## src/hdl/lca_pkg.sv

```systemverilog
package lca_pkg;

  // Field widths fixed by the item format
  localparam int NODE_W = 10;
  localparam int CFG_W  = 4;

  // Default sizes and register reset
  localparam int NODES_DEF  = 1024;
  localparam int LEVELS_DEF = 10;
  localparam logic [CFG_W-1:0] TOP_RESET = 4'd9;

  // Read address source
  typedef enum logic [1:0] {
    RD_X,
    RD_Y,
    RD_FILL
  } rd_sel_t;

  // Level counter operation
  typedef enum logic [2:0] {
    LVL_HOLD,
    LVL_TOP,
    LVL_ONE,
    LVL_INC,
    LVL_DEC
  } lvl_op_t;

  // Result source
  typedef enum logic {
    OUT_X,
    OUT_ROW_X0
  } out_sel_t;

  // Controller to datapath commands
  typedef struct packed {
    logic    cap_in;
    logic    rd_en;
    rd_sel_t rd_sel;
    logic    cap_x;
    logic    cap_y;
    logic    order;
    logic    lift_y;
    logic    lift_xy;
    logic    fill_set;
    logic    wr_row;
    logic    clr_wr;
    lvl_op_t lvl_op;
    logic    out_load;
    out_sel_t out_sel;
  } lca_cmd_t;

  // Datapath to controller status
  typedef struct packed {
    logic clr_last;
    logic in_load_ok;
    logic top_zero;
    logic lvl_at_top;
    logic lvl_zero;
    logic lift_bit;
    logic xy_equal;
    logic anc_ne;
    logic out_busy;
  } lca_stat_t;

endpackage

```

## src/hdl/lca_controller.sv

```systemverilog
module lca_controller (
  input  logic               clk,
  input  logic               rst_n,
  input  logic               in_valid,
  input  logic               in_cmd,
  output logic               in_ready,
  input  lca_pkg::lca_stat_t stat,
  output lca_pkg::lca_cmd_t  cmd
);

  typedef enum logic [4:0] {
    S_CLEAR,
    S_IDLE,
    S_LD_RD,
    S_LD_CAP,
    S_LD_WR,
    S_Q_RDX,
    S_Q_RDY,
    S_Q_CAPY,
    S_Q_ORD,
    S_Q_L1,
    S_Q_L1_RD,
    S_Q_L1_CAP,
    S_Q_CMP,
    S_Q_L2,
    S_Q_L2_RD,
    S_Q_L2_CAP,
    S_Q_L2_CAPY
  } state_t;

  localparam logic CMD_LOAD = 1'b0;

  state_t state_r, state_nxt;

  // Next state and commands
  always_comb begin
    state_nxt   = state_r;
    cmd         = '0;
    cmd.rd_sel  = lca_pkg::RD_X;
    cmd.lvl_op  = lca_pkg::LVL_HOLD;
    cmd.out_sel = lca_pkg::OUT_X;
    in_ready    = 1'b0;
    unique case (state_r)
      S_CLEAR: begin
        cmd.clr_wr = 1'b1;
        if (stat.clr_last) state_nxt = S_IDLE;
      end
      S_IDLE: begin
        in_ready = 1'b1;
        if (in_valid) begin
          cmd.cap_in = 1'b1;
          if (in_cmd == CMD_LOAD) begin
            if (!stat.in_load_ok) begin
              state_nxt = S_IDLE;
            end else if (stat.top_zero) begin
              state_nxt = S_LD_WR;
            end else begin
              cmd.lvl_op = lca_pkg::LVL_ONE;
              state_nxt  = S_LD_RD;
            end
          end else begin
            state_nxt = S_Q_RDX;
          end
        end
      end
      // Load: fetch the row named by the level below, one level per pass
      S_LD_RD: begin
        cmd.rd_en  = 1'b1;
        cmd.rd_sel = lca_pkg::RD_FILL;
        state_nxt  = S_LD_CAP;
      end
      S_LD_CAP: begin
        cmd.fill_set = 1'b1;
        if (stat.lvl_at_top) begin
          state_nxt = S_LD_WR;
        end else begin
          cmd.lvl_op = lca_pkg::LVL_INC;
          state_nxt  = S_LD_RD;
        end
      end
      S_LD_WR: begin
        cmd.wr_row = 1'b1;
        state_nxt  = S_IDLE;
      end
      // Query: fetch both rows
      S_Q_RDX: begin
        cmd.rd_en  = 1'b1;
        cmd.rd_sel = lca_pkg::RD_X;
        state_nxt  = S_Q_RDY;
      end
      S_Q_RDY: begin
        cmd.cap_x  = 1'b1;
        cmd.rd_en  = 1'b1;
        cmd.rd_sel = lca_pkg::RD_Y;
        state_nxt  = S_Q_CAPY;
      end
      S_Q_CAPY: begin
        cmd.cap_y = 1'b1;
        state_nxt = S_Q_ORD;
      end
      S_Q_ORD: begin
        cmd.order  = 1'b1;
        cmd.lvl_op = lca_pkg::LVL_TOP;
        state_nxt  = S_Q_L1;
      end
      // Lift the deeper node by the depth difference
      S_Q_L1: begin
        if (stat.lift_bit) begin
          cmd.lift_y = 1'b1;
          state_nxt  = S_Q_L1_RD;
        end else if (stat.lvl_zero) begin
          state_nxt = S_Q_CMP;
        end else begin
          cmd.lvl_op = lca_pkg::LVL_DEC;
        end
      end
      S_Q_L1_RD: begin
        cmd.rd_en  = 1'b1;
        cmd.rd_sel = lca_pkg::RD_Y;
        state_nxt  = S_Q_L1_CAP;
      end
      S_Q_L1_CAP: begin
        cmd.cap_y = 1'b1;
        if (stat.lvl_zero) begin
          state_nxt = S_Q_CMP;
        end else begin
          cmd.lvl_op = lca_pkg::LVL_DEC;
          state_nxt  = S_Q_L1;
        end
      end
      S_Q_CMP: begin
        if (stat.xy_equal) begin
          if (!stat.out_busy) begin
            cmd.out_load = 1'b1;
            cmd.out_sel  = lca_pkg::OUT_X;
            state_nxt    = S_IDLE;
          end
        end else begin
          cmd.lvl_op = lca_pkg::LVL_TOP;
          state_nxt  = S_Q_L2;
        end
      end
      // Lift both while their ancestors differ; hold the result while busy
      S_Q_L2: begin
        if (stat.anc_ne) begin
          cmd.lift_xy = 1'b1;
          state_nxt   = S_Q_L2_RD;
        end else if (!stat.lvl_zero) begin
          cmd.lvl_op = lca_pkg::LVL_DEC;
        end else if (!stat.out_busy) begin
          cmd.out_load = 1'b1;
          cmd.out_sel  = lca_pkg::OUT_ROW_X0;
          state_nxt    = S_IDLE;
        end
      end
      S_Q_L2_RD: begin
        cmd.rd_en  = 1'b1;
        cmd.rd_sel = lca_pkg::RD_X;
        state_nxt  = S_Q_L2_CAP;
      end
      S_Q_L2_CAP: begin
        cmd.cap_x  = 1'b1;
        cmd.rd_en  = 1'b1;
        cmd.rd_sel = lca_pkg::RD_Y;
        state_nxt  = S_Q_L2_CAPY;
      end
      // Step down a level, or finish after a lift at the lowest level
      S_Q_L2_CAPY: begin
        cmd.cap_y = 1'b1;
        if (!stat.lvl_zero) begin
          cmd.lvl_op = lca_pkg::LVL_DEC;
          state_nxt  = S_Q_L2;
        end else if (!stat.out_busy) begin
          cmd.out_load = 1'b1;
          cmd.out_sel  = lca_pkg::OUT_ROW_X0;
          state_nxt    = S_IDLE;
        end
      end
      default: begin
        state_nxt = S_IDLE;
      end
    endcase
  end

  // State register
  always_ff @(posedge clk) begin
    if (!rst_n) begin
      state_r <= S_CLEAR;
    end else begin
      state_r <= state_nxt;
    end
  end

endmodule

```

## config.mk

```make
export PLATFORM = sky130hd
export DESIGN_NAME = lca_controller
export DESIGN_NICKNAME = d
export VERILOG_FILES = /design/src/hdl/lca_pkg.sv /design/src/hdl/lca_controller.sv
export SDC_FILE = /design/constraint.sdc
export NUM_CORES = 1
export LEC_CHECK = 0
export BUFFER_PORTS_ARGS = -buffer_cell sky130_fd_sc_hd__buf_2
export CORE_AREA = 2 2 47 49
export CTS_BUF_LIST = sky130_fd_sc_hd__clkbuf_2 sky130_fd_sc_hd__clkbuf_4 sky130_fd_sc_hd__clkbuf_8
export CTS_CLUSTER_DIAMETER = 40
export DETAILED_ROUTE_END_ITERATION = 16
export DIE_AREA = 0 0 49 51
export PLACE_DENSITY = 0.81
export SLEW_MARGIN = 5
export SYNTH_ARGS = -nofsm -noshare
export SYNTH_HDL_FRONTEND = slang
export SYNTH_SLANG_ARGS = --single-unit
```

## constraint.sdc

```tcl
create_clock -name clk -period 1.3 [get_ports clk]
set_clock_uncertainty 0.05 [all_clocks]
set_input_delay 0.13 -clock clk [delete_from_list [all_inputs] [get_ports clk]]
set_output_delay 0.13 -clock clk [all_outputs]
set_load 0.02 [all_outputs]
```

==> flow_summary.json, run 1 <==
{
  "rows": 17,
  "grt_max_degree": 17,
  "gp_congestion": 0.934,
  "dieHeight_um": 51,
  "die_width_um": 49,
  "ys_types": 45,
  "clock_path_buffers": 2,
  "status": "did not finish",
  "floorplan.initialDensity_pct": 41.8,
  "synthesis.nets": 133,
  "synth_ff_type": "dfxtp_1",
  "avgSynthCellArea_um2": 7.18,
  "synth_seq_cells": 5,
  "port_buffers": 30,
  "worst-ep-kind": "primary output",
  "syn_area_um2": 862,
  "synthArstFlopShare_pct": 0,
  "syn_inst": 120,
  "globalRouteTotalUtil_pct": 70.5,
  "crit_endpoint": "cmd[3]",
  "grt_overflow": 37,
  "cts_buffers": 3,
  "lastStage": "5_1_grt",
  "clock-sinks": 5,
  "holdBufCountCts": 0,
  "htreeDepth": 1,
  "synth-edff-count": 0,
  "synth_warnings": 0,
  "post-place-cells": 203,
  "pin_count": 31,
  "first-error": "[ERROR GRT-0232] Routing congestion too high. Check the congestion heatmap in the GUI.",
  "yosysSeqAreaShare_pct": 11.6,
  "hpwl_um": 2830,
  "cts-root-buf": "clkbuf_4"
}
==> metrics by stage <==
step / worst slack [ns] / utilization [%] / cell area, µm² / hold slack (ns) / TNS, ns
after CTS: -0.452 / 84.4 / 1740 / 0.0944 / -6.83
after global placement: -0.288 / 67.5 / 1390 / 0.357 / -3.88
after floorplan: -0.136 / - / 1000 / 0.195 / -0.915
after detailed placement: -0.330 / 67.5 / 1390 / 0.359 / -5.19
==> cell usage after synthesis, drive strengths merged (4+ instances only) <==
library cell,instances,area (µm²)
buf,10,73.8
nand2,10,40.0
a31oi,4,25.0
a21oi,4,20.0
dfxtp,5,100
o21ai,6,30.0
nand2b,7,43.8
nor2,8,30.0
inv,5,18.8
nor2b,10,62.6
==> repair_timing <==
action	4_1_cts
endpoints found under the setup margin	23
setup buffers	11
resized for setup	67
pin swaps	16
==> routing by layer <==
metal  GRT overflow  track usage (%)
met5              0                0
met2             15             95.4
met3              0             42.4
met4             22             88.1
met1              0             66.7
==> kinds of logic after synthesis <==
family                    Yosys count  synth area share [%]
xor gates and xnor gates            1                  1.02
AOI/OAI and AO/OA                  34                  28.9
buffers and inverters              15                  10.7
muxes                               1                  1.16
DFF                                 5                  11.6
and+or+nand+nor                    64                  46.6
==> run 2: changes to the inputs <==
==> config.mk (replaced) <==
export PLATFORM = sky130hd
export DESIGN_NAME = lca_controller
export DESIGN_NICKNAME = d
export VERILOG_FILES = /design/src/hdl/lca_pkg.sv /design/src/hdl/lca_controller.sv
export SDC_FILE = /design/constraint.sdc
export NUM_CORES = 1
export LEC_CHECK = 0
export BUFFER_PORTS_ARGS = -buffer_cell sky130_fd_sc_hd__buf_2
export CORE_AREA = 2 2 63 65
export DETAILED_ROUTE_END_ITERATION = 16
export DIE_AREA = 0 0 65 67
export PLACE_DENSITY_LB_ADDON = 0.15
export SLEW_MARGIN = 5
export SYNTH_ARGS = -nofsm -noshare
export SYNTH_HDL_FRONTEND = slang
export SYNTH_SLANG_ARGS = --single-unit
==> constraint.sdc (replaced) <==
create_clock -name clk -period 1.69 [get_ports clk]
set_clock_uncertainty 0.05 [all_clocks]
set_input_delay 0.169 -clock clk [delete_from_list [all_inputs] [get_ports clk]]
set_output_delay 0.169 -clock clk [all_outputs]
set_load 0.02 [all_outputs]
==> run 2 against run 1 <==
  * The flow now finishes, with violations (setup timing)
  * Area after synthesis unchanged
  * Synthesized cell count unchanged
==> flow_summary.json, run 2 <==
{
  "crit_fanout": 5,
  "coreArea_um2": 3610,
  "port_buffers": 30,
  "wl_per_cell_um": 16.4,
  "yosysSeqAreaShare_pct": 11.6,
  "cp_top_family": "simple AND/OR/NAND/NOR gates",
  "total_power_uw": 515,
  "crit_buf_inv": 2,
  "syn_area_um2": 862,
  "regMostFlops": "state_r",
  "postRouteAntennaNets": 0,
  "vias": 1252,
  "violations": "setup timing",
  "crit_start": "state_r[1]",
  "highest_layer": "met4",
  "drt_iter0_drc": 101,
  "synthesis.nets": 133,
  "yosysMostFrequentCell": "nor2b_1",
  "drive_gt1_share_pct": 55.7,
  "cp_common_cell": "buf_6",
  "avgSynthCellArea_um2": 7.18,
  "crit_type": "reg -> out",
  "route.detailed.drc": 0,
  "met2_length_um": 1940,
  "synth_area_leaders": "dfxtp_1, nor2b_1, nand2b_1, nand2_1, buf_6",
  "grt_max_degree": 13,
  "hold_viol_final": 0,
  "synthArstFlopShare_pct": 0,
  "netlist_top_cells_count": "nor2b_1, nand2_1, nor2_1, nand2b_1",
  "slew_viol_final": 0,
  "cts.reportedPaths.clkPinSlew_ns": 0.04,
  "r2r-end": "state_r[0]",
  "layout_setup_ws_ns": -0.0713,
  "dieHeight_um": 67,
  "synth_warnings": 0,
  "dr_wl_met3_um": 319,
  "layout_common_cells": "buf_4, buf_2, buf_6, nor2b_1, nand2_1",
  "ir_worst_vdd_mv": 0.271,
  "period_share_pct": 104,
  "cts_buffers": 3,
  "worst_path_largest_cell_delay_ns": 0.36,
  "status": "finished with violations",
  "reg.largest.list": "state_r x5",
  "synth_seq_cells": 5,
  "path_depth": 6,
  "die_width_um": 65,
  "die_area_um2": 4360,
  "n_antenna_cell": 0,
  "setup_viol": 5,
  "slowest_stage": "dfxtp_4",
  "cts_tree": "done",
  "vias_per_cell": 5.42,
  "syn_inst": 120,
  "gp_congestion": 0.868,
  "end_kind": "output pin",
  "crit_end": "cmd[3]",
  "fin_crit_ns": 1.76,
  "maxCapViolCount": 0,
  "final_nets": 197,
  "grt_pass1_vias": 1218,
  "worstMarginPinSlew_ns": 0.575,
  "rows": 22,
  "worstSetupStartpointType": "flop",
  "insertion_delay_ns": 0.22,
  "power_density_nw_per_um2": 329,
  "drt_pass1_iterations": 4,
  "ff2ff_setup_slack_ns": 0.04,
  "r2r_start": "state_r[0]",
  "p_leak_nw": 0.701,
  "r2r_cells": 7,
  "antenna_found_initial": 0,
  "htreeDepth": 1,
  "wl_met1_um": 1420,
  "grt_pass1_wl_um": 5710,
  "clock.fmax_mhz": 568,
  "cts-root-buf": "clkbuf_8",
  "slew-limit-headroom_pct": 61.1,
  "worst_hold_path_type": "in -> reg",
  "pin_count": 31,
  "final_common_cell": "buf_4",
  "floorplan.initialDensity_pct": 23.9,
  "crit_required_ns": 1.47,
  "syn_to_final_growth_pct": 81.9,
  "pre_cts_ws_ns": 0.0137,
  "hpwl_um": 2550,
  "rsz0062_at_grt": "true",
  "synth-edff-count": 0,
  "wl_um": 3800,
  "grt_overflow": 0,
  "yosys.area.top_type": "dfxtp_1",
  "clock_path_buffers": 2,
  "synth_ff_type": "dfxtp_1",
  "clock-sinks": 5,
  "synth_top_area_share_pct": 11.6,
  "globalRouteTotalUtil_pct": 17.0,
  "ys_types": 45,
  "largest_register_ffs": 5,
  "path_cells": "buf_6, or3_4, and2b_2, nand3_2, nand2_2, buf_6",
  "cp_data_arrival_time_ns": 1.54
}
run 2: how the worst min path moves through the flow:
| stage | cells after the start | slack (ns) | endpoint | from |
|---|---|---|---|---|
| detailed placement | 2 | 0.41 | state_r[3] | rst_n |
| CTS | 2 | 0.17 | state_r[3] | rst_n |
| global placement | 2 | 0.41 | state_r[3] | rst_n |
| finish | 2 | 0.19 | state_r[3] | rst_n |
| floorplan | 1 | 0.24 | state_r[3] | rst_n |
| global route | 2 | 0.18 | state_r[3] | rst_n |
run 2: per-layer routing:
layer	GRT usage, %	vias to the layer above
met1	19.4	588
met4	9.04	0
li1	-	577
met5	0	-
met3	3.38	14
met2	29.8	73
run 2: cell type report:
cell class	count	area, µm²
timing repair buffer	69	531
clock buffer	4	45.0
tap	48	60.1
fill	366	2040
sequential	5	114
inverter	5	18.8
multi-input combinational	100	800
run 2: kinds of logic (layout without fill, tap and decap cells):
group,count (synthesis),in the layout,share of synthesized area (%)
AOI/OAI and AO/OA,34,34,28.9
muxes,1,1,1.16
xor gates and xnor gates,1,1,1.02
and+or+nand+nor,64,64,46.6
DFF,5,5,11.6
buffers and inverters,15,78,10.7
run 2: timing repair:
item	CTS	global route
resized for setup	33	27
setup buffers	8	4
hold buffers	0	0
pin swaps	5	6
setup endpoints to repair	15	16
hold endpoints to repair	0	0
run 2: power breakdown:
| part | switching (mW) | internal (mW) |
|---|---|---|
| registers | 0.00708 | 0.118 |
| clock network | 0.0626 | 0.162 |
| logic | 0.0846 | 0.0802 |
| total | 0.154 | 0.361 |
run 2: per-stage QoR:
step / std cells / setup TNS, ns / cell area [µm²] / util (%) / hold WS (ns)
global route: 231 / -0.712 / 1570 / 43.5 / 0.185
CTS: 227 / -0.140 / 1420 / 39.5 / 0.175
finish: 231 / -0.247 / 1570 / 43.5 / 0.189
global placement: 215 / -0.334 / 1200 / 33.3 / 0.413
detailed placement: 215 / 0 / 1200 / 33.3 / 0.412
floorplan: 120 / 0 / 862 / - / 0.237
No activity file was read; power rests on OpenSTA's default activity.
==> run 3: changes to the inputs <==
==> constraint.sdc (replaced) <==
create_clock -name clk -period 1.55 [get_ports clk]
set_clock_uncertainty 0.05 [all_clocks]
set_input_delay 0.155 -clock clk [delete_from_list [all_inputs] [get_ports clk]]
set_output_delay 0.155 -clock clk [all_outputs]
set_load 0.02 [all_outputs]
==> run 3 against run 2 <==
  * Critical path type unchanged
  * Routed wire length shrank 5.7%
  * Non-clock buffer count is 6 higher
  * Combinational power grew 19%
  * Sequential share of layout area is 0.52 points lower
  * The run still ends with setup timing left
  * Global-route usage decreased by 0.47 points
==> flow_summary.json, run 3 (synthesized netlist as in run 2, its figures left out) <==
{
  "path_cells": "buf_6, buf_6, nand2b_4, or3_1, a21oi_2, buf_4",
  "cp_top_family": "simple AND/OR/NAND/NOR gates",
  "whs_ns": 0.189,
  "ir_worst_vdd_mv": 0.445,
  "htreeDepth": 1,
  "cts-root-buf": "clkbuf_8",
  "p_sw_share_pct": 29.1,
  "pre_cts_ws_ns": -0.112,
  "clock_path_buffers": 2,
  "worst_path_largest_cell_delay_ns": 0.38,
  "syn_to_final_growth_pct": 100,
  "period_share_pct": 109,
  "p_int_uw": 401,
  "multi_input_area_um2": 866,
  "slew-limit-headroom_pct": 76.5,
  "grt_max_degree": 12,
  "crit_required_ns": 1.34,
  "postRouteAntennaNets": 0,
  "worstSetupStartpointType": "flop",
  "power_density_nw_per_um2": 327,
  "gp_congestion": 0.970,
  "final_common_cell": "buf_4",
  "p_clk_share_pct": 41.3,
  "drive_gt1_share_pct": 65.1,
  "pin_count": 31,
  "route.detailed.drc": 0,
  "nFillCells": 349,
  "final_nets": 203,
  "floorplan.initialDensity_pct": 23.9,
  "maxCapViolCount": 0,
  "worstMarginPinSlew_ns": 0.347,
  "dieHeight_um": 67,
  "cp_data_arrival_time_ns": 1.48,
  "holdBufCountCts": 0,
  "largest_register_ffs": 5,
  "gr-usage-met3_pct": 1.86,
  "grt_pass1_wl_um": 5650,
  "coreArea_um2": 3610,
  "vias_per_cell": 5.15,
  "crit_buf_inv": 3,
  "globalRouteTotalUtil_pct": 16.5,
  "status": "finished with violations",
  "seq_area_um2": 116,
  "reg.largest.list": "state_r x5",
  "die_area_um2": 4360,
  "port_buffers": 30,
  "fin_crit_ns": 1.69,
  "regMostFlops": "state_r",
  "die_width_um": 65,
  "rsz0062_at_grt": "true",
  "antenna_found_initial": 0,
  "hold_viol_final": 0,
  "worst_hold_path_type": "in -> reg",
  "power_switching_uw": 164,
  "hpwl_um": 2610,
  "grt_use_met2_pct": 32.1,
  "rows": 22,
  "cts_tree": "done",
  "slew_viol_final": 0,
  "clock.fmax_mhz": 592,
  "cts.reportedPaths.clkPinSlew_ns": 0.04,
  "met1_usage_pct": 19.1,
  "wl_um": 3580,
  "drt_iter0_drc": 34,
  "p_leak_nw": 0.760,
  "drt_pass1_iterations": 4,
  "seq_power_share_pct": 23.9,
  "insertion_delay_ns": 0.22,
  "grt_overflow": 0,
  "n_antenna_cell": 0,
  "layout_setup_ws_ns": -0.138,
  "wl_per_cell_um": 15.1,
  "busiest_layer": "met2",
  "crit_fanout": 6,
  "crit_type": "reg -> out",
  "grt_pass1_vias": 1262,
  "clock-sinks": 5,
  "layout_common_cells": "buf_4, buf_6, buf_2, nand2_1, nor2b_1",
  "power_frac_comb_pct": 34.8,
  "slowest_stage": "dfxtp_4",
  "vias": 1220,
  "setup_viol": 12,
  "end_kind": "output pin",
  "cp_common_cell": "buf_6",
  "violations": "setup timing",
  "cts_buffers": 3
}
[run 3: worst paths after layout]
kind	startpoint	to	slack, ns	cells after the start
worst min register to register	state_r[1]	state_r[0]	0.66	2
worst max register to register	state_r[1]	state_r[2]	-0.07	5
worst min-delay path	rst_n	state_r[0]	0.19	3
worst max-delay path	state_r[2]	cmd[1]	-0.14	6
[run 3: metrics by stage]
| step | power, mW | setup TNS [ns] | instance area, µm² | utilization, % | cells |
|---|---|---|---|---|---|
| floorplan | 0.220 | -0.00249 | 875 | - | 120 |
| global placement | 0.283 | -0.935 | 1270 | 35.3 | 223 |
| detailed placement | 0.283 | -0.381 | 1270 | 35.3 | 223 |
| CTS | 0.552 | -0.801 | 1610 | 44.6 | 237 |
| global route | 0.594 | -1.67 | 1730 | 47.8 | 237 |
| finish | 0.565 | -0.851 | 1730 | 47.8 | 237 |
[run 3: metal layers]
layer / wire length [µm] / vias up
met4: 97 / 0
li1: - / 590
met3: 142 / 10
met2: 1860 / 36
met1: 1480 / 584
met5: 0 / -
[run 3: repair_timing]
| action | in CTS | in global routing |
|---|---|---|
| setup buffers | 10 | 1 |
| pin swaps | 16 | 10 |
| setup endpoints to repair | 21 | 20 |
| hold endpoints to repair | 0 | 0 |
| resized for setup | 60 | 29 |
[run 3: area by class of cell]
type / instances / share of cell area (%)
flip-flops and latches: 5 / 6.74
repair buffers: 75 / 35.8
clock inverters: 1 / 0.290
well taps: 48 / 3.48
clock buffers: 3 / 2.39
multi-input cells: 100 / 50.2
inverters: 5 / 1.09
[run 3: worst min-delay path, cell delays in order]
cell and delay (ns):
buf_2 0.14, o41ai_1 0.07, a31oi_1 0.04
[run 3: power by group through the flow]
| stage | Sequential [mW] | Combinational, mW | Clock (mW) |
|---|---|---|---|
| floorplan | 0.136 | 0.0839 | 0 |
| global placement | 0.143 | 0.140 | 0 |
| detailed placement | 0.142 | 0.141 | 0 |
| CTS | 0.134 | 0.180 | 0.238 |
| global route | 0.135 | 0.211 | 0.249 |
| finish | 0.135 | 0.197 | 0.233 |
==> run 4: changes to the inputs <==
--- a/config.mk
+++ b/config.mk
@@ -5,10 +5,11 @@
 export SDC_FILE = /design/constraint.sdc
 export NUM_CORES = 1
 export LEC_CHECK = 0
-export BUFFER_PORTS_ARGS = -buffer_cell sky130_fd_sc_hd__buf_2
 export CORE_AREA = 2 2 63 65
 export DETAILED_ROUTE_END_ITERATION = 16
 export DIE_AREA = 0 0 65 67
+export DONT_BUFFER_PORTS = 1
+export GPL_TIMING_DRIVEN = 0
 export PLACE_DENSITY_LB_ADDON = 0.15
 export SLEW_MARGIN = 5
 export SYNTH_ARGS = -nofsm -noshare
==> run 4 against run 3 <==
  * The run still ends with setup timing left
  * Critical path depth down 1
  * Sequential share of layout area is 0.32 points higher
  * Sequential cell count did not move
  * Total power down 1.6%
  * Via count fell by 9.2%
  * Combinational power decreased by 4%
  * Count of clock-buffer cells in the layout is 1 higher
  * Sequential power about the same
  * Fmax down 2.5%
  * Utilization shrank 4.1 points
  * Design area is 8.6% lower
  * Non-clock buffer count decreased by 41
  * Largest power group unchanged
==> flow_summary.json, run 4 (synthesized netlist as in run 2, its figures left out) <==
{
  "status": "finished with violations",
  "violations": "setup timing",
  "die_width_um": 65,
  "hold_depth": 1,
  "final_area_um2": 1580,
  "p_int_uw": 402,
  "drt_pass1_iterations": 4,
  "clock.fmax_mhz": 578,
  "post-place-cells": 168,
  "cp_data_arrival_time_ns": 1.53,
  "r2r_cells": 6,
  "crit_type": "reg -> out",
  "route.detailed.drc": 0,
  "insertion_delay_ns": 0.22,
  "crit_fanout": 3,
  "drive_gt1_share_pct": 56.8,
  "seq_area_um2": 111,
  "crit_required_ns": 1.34,
  "placed_area_um2": 935,
  "vias": 1108,
  "rows": 22,
  "cts_tree": "done",
  "p_leak_nw": 0.556,
  "multi_input_area_um2": 970,
  "floorplan.initialDensity_pct": 23.9,
  "dieHeight_um": 67,
  "slowest_stage": "dfxtp_2",
  "syn_to_final_growth_pct": 82.9,
  "nFillCells": 357,
  "largest_register_ffs": 5,
  "r2r_start": "state_r[0]",
  "postRouteAntennaNets": 0,
  "globalRouteTotalUtil_pct": 17.4,
  "r2r-end": "state_r[2]",
  "die_area_um2": 4360,
  "wl_per_cell_um": 19.4,
  "vias_per_cell": 5.65,
  "end_kind": "output pin",
  "path_cells": "buf_6, nand2b_4, nor4_4, o21ai_2, a21oi_4",
  "layout_setup_ws_ns": -0.181,
  "period_share_pct": 112,
  "p_sw_share_pct": 27.7,
  "slew_viol_final": 0,
  "maxCapViolCount": 0,
  "hpwl_um": 2430,
  "rsz0062_at_grt": "true",
  "setup_viol": 14,
  "reg.largest.list": "state_r x5",
  "crit_start": "state_r[4]",
  "worstHoldStart": "rst_n",
  "fin_util_pct": 43.7,
  "power_switching_uw": 154,
  "holdBufCountCts": 0,
  "grt_overflow": 0,
  "ir_worst_vdd_mv": 0.262,
  "final_common_cell": "buf_4",
  "port_buffers": 0,
  "power_frac_comb_pct": 34.0,
  "grt_pass1_wl_um": 5700,
  "hold_viol_final": 0,
  "slew-limit-headroom_pct": 69.6,
  "worstHoldEndpoint": "state_r[3]",
  "fin_crit_ns": 1.73,
  "whs_ns": 0.00930,
  "worst_path_largest_cell_delay_ns": 0.33,
  "gp_congestion": 0.853,
  "cts.reportedPaths.clkPinSlew_ns": 0.03,
  "p_clk_share_pct": 42.3,
  "n_antenna_cell": 0,
  "cts-root-buf": "clkbuf_8",
  "clock-sinks": 5,
  "wl_um": 3800,
  "drt_iter0_drc": 85,
  "seq_power_share_pct": 23.7,
  "worstMarginPinSlew_ns": 0.453,
  "htreeDepth": 1,
  "layout_common_cells": "buf_4, nor2b_1, nand2_1, buf_12",
  "final_nets": 162,
  "clock_path_buffers": 2,
  "pin_count": 31,
  "worstSetupStartpointType": "flop",
  "grt_max_degree": 11,
  "total_power_uw": 556,
  "ff2ff_setup_slack_ns": -0.07,
  "antenna_found_initial": 0,
  "coreArea_um2": 3610,
  "cts_buffers": 3,
  "power_density_nw_per_um2": 353,
  "grt_pass1_vias": 1114,
  "worst_hold_path_type": "in -> reg",
  "regMostFlops": "state_r",
  "fin_cells": 196
}
[run 4: cell type report]
cell class / count / area share (%)
timing repair buffer: 24 / 13.5
inverter: 5 / 1.19
sequential: 5 / 7.06
multi-input combinational: 100 / 61.5
clock buffer: 4 / 2.86
buffer: 10 / 10.1
tap: 48 / 3.81
[run 4: metal layers]
| layer | part of all wire (%) | vias to the layer above | wire, µm | GRT usage (%) |
|---|---|---|---|---|
| li1 | - | 503 | - | - |
| met1 | 35 | 528 | 1320 | 18.9 |
| met2 | 52 | 61 | 1990 | 31.1 |
| met3 | 8.8 | 16 | 333 | 3.72 |
| met4 | 4.3 | 0 | 163 | 10.1 |
| met5 | 0 | - | 0 | 0 |
[run 4: worst max-delay path by stage]
stage,to,slack [ns],cells after the start
5_1_grt,cmd[1],-0.23,5
3_3_place_gp,state_r[1],-0.35,5
2_1_floorplan,cmd[1],-0.002,6
3_5_place_dp,state_r[1],-0.32,5
6_report,cmd[1],-0.18,5
4_1_cts,cmd[1],-0.16,5
[run 4: worst max-delay path: cells and delay by family (launching register included)]
kind / cells / cell delay (ns)
and+or+nand+nor: 2 / 0.48
AOI/OAI and AO/OA: 2 / 0.36
DFF: 1 / 0.33
buffers and inverters: 1 / 0.13
[run 4: power groups by stage]
stage / combinational [mW] / clock, mW / sequential [mW]
final: 0.189 / 0.235 / 0.132
after global routing: 0.200 / 0.254 / 0.132
after CTS: 0.159 / 0.242 / 0.131
after detailed placement: 0.102 / 0 / 0.136
after global placement: 0.103 / 0 / 0.136
after floorplan: 0.0839 / 0 / 0.136
[run 4: through the flow]
stage / setup slack [ns] / setup TNS (ns)
after floorplan: -0.00249 / -0.00249
after global placement: -0.355 / -2.28
after detailed placement: -0.318 / -2.09
after CTS: -0.161 / -1.24
after global routing: -0.230 / -1.69
final: -0.181 / -0.997
[run 4: timing repair]
item                       4_1_cts  5_1_grt
setup endpoints to repair       21       19
pin swaps                       17       18
gates resized for setup         67       29
buffers inserted                17        7
